==> config.mk <==
export PLATFORM = sky130hd
export DESIGN_NAME = bpa_ctrl
export DESIGN_NICKNAME = d
export VERILOG_FILES = /design/src/rtl/buddy_page_allocator_assert.svh /design/src/rtl/bpa_pkg.sv /design/src/rtl/bpa_ctrl.sv
export SDC_FILE = /design/constraint.sdc
export NUM_CORES = 1
export LEC_CHECK = 0
export ABC_AREA = 1
export BUFFER_PORTS_ARGS = -buffer_cell sky130_fd_sc_hd__buf_2
export CORE_AREA = 10 10 47 49
export CTS_CLUSTER_DIAMETER = 80
export DETAILED_ROUTE_END_ITERATION = 16
export DIE_AREA = 0 0 57 59
export HOLD_SLACK_MARGIN = 0.1
export PLACE_DENSITY = 0.69
export RECOVER_POWER = 50
export SETUP_SLACK_MARGIN = 0.3
export SLEW_MARGIN = 20
export SYNTH_ARGS = -nofsm -noshare
export SYNTH_HDL_FRONTEND = slang
export SYNTH_SLANG_ARGS = --single-unit
==> constraint.sdc <==
create_clock -name clk -period 2.9 [get_ports clk]
set_input_delay 0.145 -clock clk [delete_from_list [all_inputs] [get_ports clk]]
set_output_delay 0.145 -clock clk [all_outputs]
set_load 0.01 [all_outputs]
==> src/rtl/buddy_page_allocator_assert.svh <==
// Assertion macros for the buddy page allocator.
// Included by modules that assert; no other dependencies.
`ifndef BUDDY_PAGE_ALLOCATOR_ASSERT_SVH
`define BUDDY_PAGE_ALLOCATOR_ASSERT_SVH
`ifndef SYNTH
`define BPA_ASSERT_IMP(label, clk, rst_n, a, c) \
  label: assert property (@(posedge clk) disable iff (!rst_n) (a) |-> (c)) \
    else $error("assertion failed");
`define BPA_ASSERT_NXT(label, clk, rst_n, a, c) \
  label: assert property (@(posedge clk) disable iff (!rst_n) (a) |=> (c)) \
    else $error("assertion failed");
`else
`define BPA_ASSERT_IMP(label, clk, rst_n, a, c)
`define BPA_ASSERT_NXT(label, clk, rst_n, a, c)
`endif
`endif

==> src/rtl/bpa_pkg.sv <==
// Package for the buddy page allocator: item types, codes, commands.
// No dependencies.
package bpa_pkg;
  localparam int PAGE_COUNT_DEF = 256;
  localparam int MAX_ORDER_DEF  = 8;
  localparam int PAGE_BYTES_DEF = 4096;
  localparam int ORD_W = 4;
  localparam logic [3:0] ORDER_NONE = 4'hF;

  localparam logic [1:0] ST_OK      = 2'd0;
  localparam logic [1:0] ST_NOSPACE = 2'd1;
  localparam logic [1:0] ST_BADFREE = 2'd2;

  localparam logic CMD_ALLOC = 1'b0;
  localparam logic CMD_FREE  = 1'b1;

  typedef struct packed {
    logic        cmd;
    logic [31:0] request_bytes;
    logic [7:0]  block_index;
  } in_item_t;

  typedef struct packed {
    logic [1:0] status;
    logic [7:0] result_index;
    logic [3:0] result_order;
  } out_item_t;

  typedef enum logic [4:0] {
    S_CLEAR, S_IDLE, S_A_SCAN, S_A_RDNXT, S_A_POP, S_A_SPLIT,
    S_F_RD, S_F_CHK, S_F_BRD, S_F_BCHK, S_F_WALK, S_F_WCHK, S_F_UNLINK,
    S_F_PUSH, S_DONE
  } state_t;

  typedef enum logic [4:0] {
    OP_NONE, OP_CLEAR, OP_LOAD, OP_SCAN, OP_RD_HEAD, OP_POP,
    OP_SPLIT, OP_RD_IDX, OP_FREE_MARK, OP_RD_BUD, OP_MERGE_HEAD, OP_WALK_RD,
    OP_WALK_STEP, OP_UNLINK, OP_PUSH, OP_FAIL_NS, OP_FAIL_BF
  } op_t;

  typedef struct packed {
    logic clear_done;
    logic want_big;
    logic scan_hit;
    logic scan_end;
    logic split_done;
    logic free_bad;
    logic bud_ok;
    logic bud_is_head;
    logic walk_hit;
    logic walk_end;
  } stat_t;
endpackage

==> src/rtl/bpa_ctrl.sv <==
// Controller state machine for the buddy page allocator.
// Depends on bpa_pkg.
module bpa_ctrl
  import bpa_pkg::*;
(
  input  logic  clk,
  input  logic  rst_n,
  input  logic  in_fire,
  input  logic  in_cmd,
  input  logic  out_busy,
  input  stat_t st,
  output logic  in_ready,
  output op_t   op,
  output logic  done
);
  state_t state_r, state_nxt;

  always_ff @(posedge clk) begin
    if (!rst_n) state_r <= S_CLEAR;
    else state_r <= state_nxt;
  end

  always_comb begin
    state_nxt = state_r;
    op = OP_NONE;
    in_ready = 1'b0;
    done = 1'b0;
    case (state_r)
      S_CLEAR: begin
        op = OP_CLEAR;
        if (st.clear_done) state_nxt = S_IDLE;
      end
      S_IDLE: begin
        in_ready = 1'b1;
        if (in_fire) begin
          op = OP_LOAD;
          state_nxt = (in_cmd == CMD_FREE) ? S_F_RD : S_A_SCAN;
        end
      end
      S_A_SCAN: begin
        if (st.want_big || st.scan_end) begin
          op = OP_FAIL_NS;
          state_nxt = S_DONE;
        end else if (st.scan_hit) begin
          op = OP_RD_HEAD;
          state_nxt = S_A_RDNXT;
        end else op = OP_SCAN;
      end
      S_A_RDNXT: state_nxt = S_A_POP;
      S_A_POP: begin
        op = OP_POP;
        state_nxt = S_A_SPLIT;
      end
      S_A_SPLIT: begin
        if (st.split_done) state_nxt = S_DONE;
        else op = OP_SPLIT;
      end
      S_F_RD: begin
        op = OP_RD_IDX;
        state_nxt = S_F_CHK;
      end
      S_F_CHK: begin
        if (st.free_bad) begin
          op = OP_FAIL_BF;
          state_nxt = S_DONE;
        end else begin
          op = OP_FREE_MARK;
          state_nxt = S_F_BRD;
        end
      end
      S_F_BRD: begin
        if (!st.bud_ok) state_nxt = S_F_PUSH;
        else begin
          op = OP_RD_BUD;
          state_nxt = S_F_BCHK;
        end
      end
      S_F_BCHK: begin
        if (!st.bud_ok) state_nxt = S_F_PUSH;
        else if (st.bud_is_head) begin
          op = OP_MERGE_HEAD;
          state_nxt = S_F_BRD;
        end else begin
          op = OP_WALK_RD;
          state_nxt = S_F_WCHK;
        end
      end
      S_F_WCHK: begin
        if (st.walk_hit) begin
          op = OP_UNLINK;
          state_nxt = S_F_BRD;
        end else if (st.walk_end) begin
          op = OP_UNLINK;
          state_nxt = S_F_BRD;
        end else begin
          op = OP_WALK_STEP;
          state_nxt = S_F_WALK;
        end
      end
      S_F_WALK: state_nxt = S_F_WCHK;
      S_F_UNLINK: state_nxt = S_F_BRD;
      S_F_PUSH: begin
        op = OP_PUSH;
        state_nxt = S_DONE;
      end
      S_DONE: begin
        if (!out_busy) begin
          done = 1'b1;
          state_nxt = S_IDLE;
        end
      end
      default: state_nxt = S_IDLE;
    endcase
  end
endmodule

After elaboration in Yosys (flattened, before gate mapping)
Cells that the tools add are included.
{"block": "op_classes", "mux": 28, "bitwise": 0, "shifts": 0, "reduce_logical": 3, "n_div": 0, "magnitude_cmp": 0, "n_eq_ne": 19, "multipliers": 0, "add_sub_neg": 0}
{"operator": "case mux 5 bit (15 select lines)", "n": 1}
{"operator": "case mux 5 bit (11 select lines)", "n": 1}
{"operator": "== test 5 x 4 -> 1 bit (second input constant)", "n": 7}
{"operator": "two-way mux 5 bit", "n": 7}
{"operator": "== test 5 x 3 -> 1 bit (second input constant)", "n": 4}
{"operator": "two-way mux 3 bit", "n": 6}
{"operator": "two-way mux 4 bit", "n": 3}
{"operator": "== test 5 x 2 -> 1 bit (second input constant)", "n": 2}
{"operator": "two-way mux 2 bit", "n": 4}
{"operator": "!= test 2 bit (second input constant)", "n": 4}
{"operator": "two-way mux 1 bit", "n": 6}
{"operator": "== test 5 x 1 -> 1 bit (second input constant)", "n": 1}
{"operator": "logical NOT 5 bit", "n": 1}
{"operator": "AND reduction 5 bit", "n": 1}
{"operator": "!= test 3 bit (second input constant)", "n": 1}
{"operator": "logical OR 1 bit", "n": 1}
{"block": "word_totals", "out_inout_bits": 7, "n_memories": 0, "mem_bits_ro": 0, "ram_bits": 0, "elab_cells": 51, "input_bits": 15, "latchBits": 0, "register_bits": 5}

Depth between registers and ports, before layout
Gate-level depths: netlist of run 1.
{"block": "depth", "depth_word": 3, "ltp_mapped": 9, "ltp_nobuf": 9}

Least setup slack after synthesis of run 1
Ideal clock, no wire load.
{"block": "synth_timing", "path_kind": "register -> register", "start": "register state_r[0]", "end": "register state_r[0]", "t_arrival_ps": 1136, "synth_period_minus_slack_ps": 1249, "path_stages_with_launch": 8, "required_ps": 2787, "setup_ps": 113, "slack_ps": 1651, "n_path_buf": 0, "path_cell_list": "dfxtp_1 > nand2_2 > nor2_1 > nand2_1 > nand2_1 > nor2_2 > o21ai_1 > nor2_1"}
{"block": "synth_between", "elab_chain_len": 3, "word_cells_on_any_way": 22, "classes_between": "eq/ne (19); mux (1); reduce/logical (2)"}
{"item": "from (decl)", "line": "bpa_ctrl.sv:16", "text": "state_t state_r, state_nxt;"}
{"item": "from (signal assigned)", "line": "bpa_ctrl.sv:20", "text": "else state_r <= state_nxt;"}
{"item": "== test 5 x 2 -> 1 bit, or another cell as far along", "line": "bpa_ctrl.sv:28", "text": "case (state_r)"}
{"item": "!= test 3 bit (no source line) / != test 2 bit (equally long branches)"}
{"item": "AND reduction 5 bit (no source line)"}
Parallel ways exist; a longest one is shown, timed or not.
A chain may end at the register's enable or synchronous reset.

Worst setup path after layout of run 1
{"block": "layout_timing", "start": "register state_r[2]", "end": "output port op[1]"}
{"block": "layout_between", "elab_chain_len": 2, "word_cells_on_any_way": 12, "classes_between": "eq/ne (10); mux (1); reduce/logical (1)"}
{"item": "== test 5 x 4 -> 1 bit, or another cell as far along", "line": "bpa_ctrl.sv:28"}
{"item": "case mux 5 bit (11 select lines) (*)", "line": "bpa_ctrl.sv:28"}
{"item": "to (decl)", "line": "bpa_ctrl.sv:13", "text": "output op_t op,"}
Mark *: on every way between the ends. The rest lies on a longest branch, timed or not.

==> impl_summary.log, run 1 <==
INFO  metric cp_buf_inv_count = 2
INFO  metric yosysTopAreaCellShare = 24.9%
INFO  metric final-seq-area = 80.1 um2
INFO  metric multiInputGateArea = 412 um2
INFO  metric core.rowCount = 14
INFO  metric clk_pin_slew = 40 ps
INFO  metric ctsResizeCount = 0
INFO  metric arrival = 1620 ps
INFO  metric die-height = 59 um
INFO  metric peakVddDrop = 0.000433 V
INFO  metric fin_crit = 1770 ps
INFO  metric drt_pass1_iterations = 4
INFO  metric unrepaired_setup_endpoints_after_global_routing = false
INFO  metric synth_sequential_area_ratio = 14.4%
INFO  metric tritoncts.num_buffers = 3
INFO  metric critPathSlowestCell = dfxtp_1
INFO  metric unique_cell_type_count_in_the_yosys_netlist = 20
INFO  metric core_region_area = 0.00140 mm2
INFO  metric cts_max_level = 1
INFO  metric largest_fanout_of_any_net_on_the_critical_path = 8
INFO  metric async_reset_ff_share = 0%
INFO  metric synth.avg_cell_area = 4.93 um2
INFO  metric run_status = finished clean
INFO  metric power-per-cell-area = 948 mW/mm2
INFO  metric syn_inst = 113
INFO  metric timing.hold.worst.class = input port to flop
INFO  metric critical-path-top-delay-family = simple AND/OR/NAND/NOR gates
INFO  metric reg2reg_from = state_r[2]$_SDFFE_PN0P_
INFO  metric routed_wire_length_per_instance = 11.0 um
INFO  metric slew_headroom = 69.6%
INFO  metric holdPathStages = 3
INFO  metric syn-cell-area = 557 um2
INFO  metric grt_pass1_wl = 2850 um
INFO  metric startpoint_type = flop
INFO  metric globalRouteOverflowTotal = 0
INFO  metric ctsHoldBuffers = 0
INFO  metric grt_util_met2 = 17.5%
INFO  metric final_min_period_over_clock_period = 60.9%
INFO  metric holdPathEnd = state_r[0]$_SDFFE_PN0P_
INFO  metric max_flop_register = state_r
INFO  metric number_of_antenna_violations_at_the_first_check_in_global_routing = 0
INFO  metric first_iter_violations = 25
INFO  metric leakagePower = 0.427 nW
INFO  metric cts_tree = yes
INFO  metric count_of_flip_flops_with_a_built_in_enable_after_synthesis = 0
INFO  metric synthesis.yosys.warnings = 0
INFO  metric worst-setup-path-type = flop to primary output
INFO  metric clockRootBuffer = clkbuf_4
INFO  metric yosys_reg_bits = 4
INFO  metric worst_setup_end_kind = primary output
INFO  metric achievable-frequency = 566 MHz
INFO  metric fin_setup_tns = 0 ps
INFO  metric timing.rr.end = state_r[0]$_SDFFE_PN0P_
INFO  metric antenna_cells = 0
INFO  metric cap_viol_max_count = 0
INFO  metric largest_registers = state_r: 4 flops
INFO  metric timing.final.setup_violations = 0
INFO  metric gp_congestion = 0.884
INFO  metric globalRoute.busiestLayer = met2
INFO  metric detail_route.vias_per_cell = 4.95
INFO  metric drcViolationCount = 0
INFO  metric port_buffers = 21
INFO  metric largest_register_ff_count = 4
INFO  metric die_x = 57 um
INFO  metric finish.net_count = 154
INFO  metric mappedNetlistNets = 128
INFO  metric flow.area_growth_from_synthesis = 25.2%
INFO  metric ant_nets = 0
INFO  metric grt_pass1_vias = 721
INFO  metric dr_total_vias = 757
INFO  metric worst_path_most_repeated_cell = nand2_1
INFO  metric leading_cell_types_by_total_area_after_synthesis = nand2_1 25%, dfxtp_1 14%, nor2_1 13%
INFO  metric cts.repair_timing.setup_buffer_count = 0
INFO  metric max_slew.worst_pin.slew = 455 ps
INFO  metric ff2ff_setup_slack = 1370 ps
INFO  metric synth_top_cell_by_area = nand2_1
INFO  metric drive_gt1_share = 20.4%
INFO  metric yosysMostFrequentCell = nand2_1
INFO  metric total_power = 0.661 mW
INFO  metric netlist_top_cells_count = 37 x nand2_1, 20 x nor2_1, 13 x nand3_1
INFO  metric critical_path_required = 2760 ps
INFO  metric global_route.usage.met1 = 11.0%
INFO  metric clock_insertion_delay_worst_skew = 240 ps
INFO  metric totalWireLength = 1690 um
INFO  metric grt_util_all_layers = 10.0%
INFO  metric grt_max_degree = 9
INFO  metric synth_flop_cell = dfxtp_1
INFO  metric timing.clock.skew = 6.59 ps
INFO  metric drv_slew = 0
INFO  metric die_area = 0.00336 mm2
INFO  metric initial_core_util = 39.7%
INFO  metric crit_chain = inv_1 -> nor2_1 -> nand2_1 -> nand2_1 -> nor3_1 -> nand3_1 -> buf_2
INFO  metric number_of_primary_i_o_pins = 22
INFO  metric fraction_of_met3_tracks_used_by_global_routing = 3.00%
INFO  metric reg2regPathDepth = 7
INFO  metric hold_violations = 0
INFO  metric worst_hold_startpoint = rst_n
INFO  metric cts_max_path_buffers = 2
INFO  metric slowest_delay = 380 ps
INFO  metric hpwlAfterDp = 1450 um
INFO  metric numClockSinks = 4
INFO  metric fillerInstances = 168
[where the power goes]
part           switching [mW]  internal (mW)  total (mW)  leakage, nW
Sequential             0.0388         0.0786       0.117       0.0328
Combinational           0.305          0.169       0.474        0.380
Clock                  0.0235         0.0463      0.0699       0.0138
Total                   0.367          0.294       0.661        0.427
[placed cells by master (no fill, tap or decap), drive strengths merged]
| cell | synthesis | routed |
|---|---|---|
| a211oi | 1 | 1 |
| a21oi | 3 | 3 |
| and2 | 1 | 1 |
| buf | 0 | 19 |
| clkbuf | 0 | 5 |
| dfxtp | 4 | 4 |
| inv | 16 | 16 |
| nand2 | 38 | 38 |
| nand3 | 13 | 13 |
| nand3b | 1 | 1 |
| nand4 | 1 | 1 |
| nor2 | 23 | 23 |
| nor3 | 3 | 3 |
| o2111ai | 1 | 1 |
| o211ai | 1 | 1 |
| o21ai | 5 | 5 |
| o21bai | 1 | 1 |
| or2 | 1 | 1 |
[stage by stage]
step	instance area, um2	util (%)	std cells	hold slack (ps)	setup WS, ps
floorplan	557	-	113	283	1650
global placement	682	48.7	150	391	1450
detailed placement	682	48.7	150	401	1490
CTS	704	50.3	153	143	1250
global route	697	49.7	153	162	945
finish	697	49.7	153	151	1130
[area by class of cell]
class | instances | share of cell area (%)
flip-flops and latches | 4 | 11.5
well taps | 16 | 2.87
multi-input cells | 93 | 59.1
repair buffers | 21 | 14.7
inverters | 16 | 8.62
clock buffers | 3 | 3.23
[how the worst max path moves through the flow]
stage	from	end	slack (ps)	depth (start not counted)
finish	state_r[2]$_SDFFE_PN0P_	op[1]	1130	7
global placement	state_r[1]$_SDFFE_PN0P_	state_r[0]$_SDFFE_PN0P_	1450	7
global route	state_r[2]$_SDFFE_PN0P_	op[1]	940	7
floorplan	state_r[0]$_SDFFE_PN0P_	state_r[0]$_SDFFE_PN0P_	1650	7
detailed placement	state_r[1]$_SDFFE_PN0P_	state_r[0]$_SDFFE_PN0P_	1490	7
CTS	state_r[1]$_SDFFE_PN0P_	op[3]	1250	5
[kinds of logic (layout without fill, tap and decap cells)]
logic type,after synthesis,count (layout),synth area share [%]
buffers and inverters,16,40,10.8
flip-flops,4,4,14.4
AND/OR/NAND/NOR,81,81,62.0
AO/OA/AOI/OAI,12,12,12.8
[worst min-delay path: cells and delay by family]
kind / cells / cell delay [ps]
buf+inv: 1 / 90
simple gates: 1 / 70
compound gates: 1 / 50
[layer usage]
metal  vias up  part of all wire [%]
met1       318                    42
met2        32                    49
met3         0                   8.9
met5         -                     0
li1        407                     -
met4         0                     0
Note: power is estimated with default switching activity, not from simulation.
==> inputs of run 2 (changes only) <==
Clock period 2.9 ns to 1.65 ns, I/O delays scaled along.
==> run 2 against run 1 <==
Routed wire length is 25% higher. Worst hold slack better by 100 ps. Sequential cell count stayed put. Power is 150% higher. Highest routed layer is now met4. Combinational power grew to 2.6 times the previous value. Cell area is 36% higher. Register-to-register slack worse by 1100 ps.
==> impl_summary.log, run 2 (synthesized netlist as in run 1, its figures left out) <==
INFO  metric peakVddDrop = 0.000897 V
INFO  metric number_of_primary_i_o_pins = 22
INFO  metric critical-path-top-delay-family = flip-flops
INFO  metric sw_frac_of_total = 54.8%
INFO  metric fillerInstances = 127
INFO  metric critical_path_required = 1570 ps
INFO  metric leakagePower = 0.511 nW
INFO  metric die_area = 0.00336 mm2
INFO  metric timing.clock.skew = 3.40 ps
INFO  metric cp_buf_inv_count = 2
INFO  metric drcViolationCount = 0
INFO  metric achievable-frequency = 698 MHz
INFO  metric worst_hold_startpoint = out_busy
INFO  metric initial_core_util = 39.7%
INFO  metric routed_wire_length_per_instance = 13.2 um
INFO  metric cap_viol_max_count = 0
INFO  metric core_region_area = 0.00140 mm2
INFO  metric ant_nets = 0
INFO  metric globalRouteOverflowTotal = 0
INFO  metric final_min_period_over_clock_period = 86.9%
INFO  metric finish.net_count = 161
INFO  metric fin_util = 67.4%
INFO  metric holdPathStages = 3
INFO  metric antenna_cells = 0
INFO  metric first_iter_violations = 17
INFO  metric startpoint_type = flop
INFO  metric worst-setup-path-type = flop to primary output
INFO  metric clockRootBuffer = clkbuf_4
INFO  metric drive_gt1_share = 49.3%
INFO  metric multiInputGateArea = 572 um2
INFO  metric combPwrFrac = 75.1%
INFO  metric grt_util_all_layers = 11.5%
INFO  metric fin_setup_tns = 0 ps
INFO  metric holdPathEnd = state_r[3]$_SDFFE_PN0P_
INFO  metric largest_register_ff_count = 4
INFO  metric max_flop_register = state_r
INFO  metric clock_insertion_delay_worst_skew = 230 ps
INFO  metric most-common-layout-cells = 26 x nand2_1, 20 x buf_2, 11 x nor2_1, 11 x nand3_1
INFO  metric largest_registers = state_r: 4 flops
INFO  metric die-height = 59 um
INFO  metric critPathSlowestCell = dfxtp_4
INFO  metric slowest_delay = 430 ps
INFO  metric reg2regPathDepth = 10
INFO  metric cell_internal_pwr = 0.733 mW
INFO  metric layout.cells.most_common = nand2_1
INFO  metric slew_headroom = 83.6%
INFO  metric cts_max_path_buffers = 2
INFO  metric timing.rr.end = state_r[0]$_SDFFE_PN0P_
INFO  metric drt_pass1_iterations = 4
INFO  metric run_status = finished clean
INFO  metric worst_setup_end_kind = primary output
INFO  metric fin_crit = 1430 ps
INFO  metric grt_max_degree = 9
INFO  metric reg2reg_from = state_r[2]$_SDFFE_PN0P_
INFO  metric grt_pass1_wl = 3340 um
INFO  metric timing.final.setup_violations = 0
INFO  metric detail_route.vias_per_cell = 5.17
INFO  metric cts_max_level = 1
INFO  metric seqPwrFrac = 17.7%
INFO  metric ff2ff_setup_slack = 310 ps
INFO  metric core.rowCount = 14
INFO  metric unrepaired_setup_endpoints_after_global_routing = true
INFO  metric drv_slew = 0
INFO  metric arrival = 1350 ps
INFO  metric grt_pass1_vias = 832
INFO  metric port_buffers = 21
INFO  metric flow.area_growth_from_synthesis = 69.7%
INFO  metric clkPwrFrac = 7.2%
INFO  metric hold_violations = 0
INFO  metric tritoncts.num_buffers = 3
INFO  metric clk_pin_slew = 40 ps
INFO  metric largest_fanout_of_any_net_on_the_critical_path = 7
INFO  metric power-per-cell-area = 1720 mW/mm2
INFO  metric dr_total_vias = 827
INFO  metric cts_tree = yes
INFO  metric totalWireLength = 2110 um
INFO  metric gp_congestion = 0.911
INFO  metric number_of_antenna_violations_at_the_first_check_in_global_routing = 0
INFO  metric final-seq-area = 95.1 um2
INFO  metric hpwlAfterDp = 1480 um
INFO  metric numClockSinks = 4
INFO  metric max_slew.worst_pin.slew = 243 ps
INFO  metric switchingPower = 0.888 mW
INFO  metric timing.hold.worst.class = input port to flop
INFO  metric crit_chain = inv_1 -> nand2_2 -> o21ai_2 -> a211oi_2 -> nand3_1 -> buf_2
INFO  metric die_x = 57 um
run 2: changes by cell type in the layout (fill, tap and decap cells not counted), sizes merged:
| cell | change |
|---|---|
| buf | +7 |
| dlygate4sd3 | +1 |
| clkbuf | -1 |
run 2: worst max path at each step:
stage	startpoint	end	cells after the start
floorplan	state_r[0]$_SDFFE_PN0P_	state_r[0]$_SDFFE_PN0P_	7
global placement	state_r[1]$_SDFFE_PN0P_	state_r[0]$_SDFFE_PN0P_	7
detailed placement	state_r[1]$_SDFFE_PN0P_	state_r[0]$_SDFFE_PN0P_	7
CTS	state_r[2]$_SDFFE_PN0P_	op[1]	7
global route	state_r[0]$_SDFFE_PN0P_	op[2]	6
finish	state_r[0]$_SDFFE_PN0P_	op[0]	6
run 2: repair_timing:
action | CTS | global route
gates cloned | 0 | 0
endpoints found under the setup margin | 9 | 9
endpoints found under the hold margin | 1 | 0
gates resized for setup | 36 | 22
pin swaps | 5 | 8
hold buffers | 1 | 0
buffers inserted | 2 | 4
run 2: per-stage QoR:
stage | worst slack, ps | hold slack (ps) | cell area [um2] | cells | power (mW)
floorplan | 401 | 219 | 557 | 113 | 0.815
global placement | 191 | 337 | 682 | 150 | 1.06
detailed placement | 209 | 344 | 682 | 150 | 1.06
CTS | 249 | 200 | 841 | 156 | 1.42
global route | 115 | 267 | 945 | 160 | 1.76
finish | 217 | 255 | 945 | 160 | 1.62
run 2: metal layers:
layer / track usage, % / part of all wire [%] / vias up
met3: 2.15 / 5.3 / 3
met2: 21.2 / 54 / 23
li1: - / - / 428
met1: 11.6 / 40 / 373
met4: 7.38 / 0.81 / 0
met5: 0 / 0 / -
run 2: final cells by class:
cell class              count  area share, %
well taps                  16           2.12
flip-flops and latches      4           10.1
repair buffers             28           17.2
clock buffers               3           2.38
multi-input cells          93           60.5
inverters                  16           7.68
run 2: power by group through the flow:
stage	Combinational (mW)	Clock, mW	Sequential (mW)
CTS	1.03	0.124	0.267
global placement	0.850	0	0.208
floorplan	0.620	0	0.196
detailed placement	0.850	0	0.208
finish	1.22	0.117	0.286
global route	1.34	0.133	0.294
run 2: worst min-delay path, cell delays in order:
cell	delay [ps]
buf_2	110
nand3_1	160
a21oi_1	90
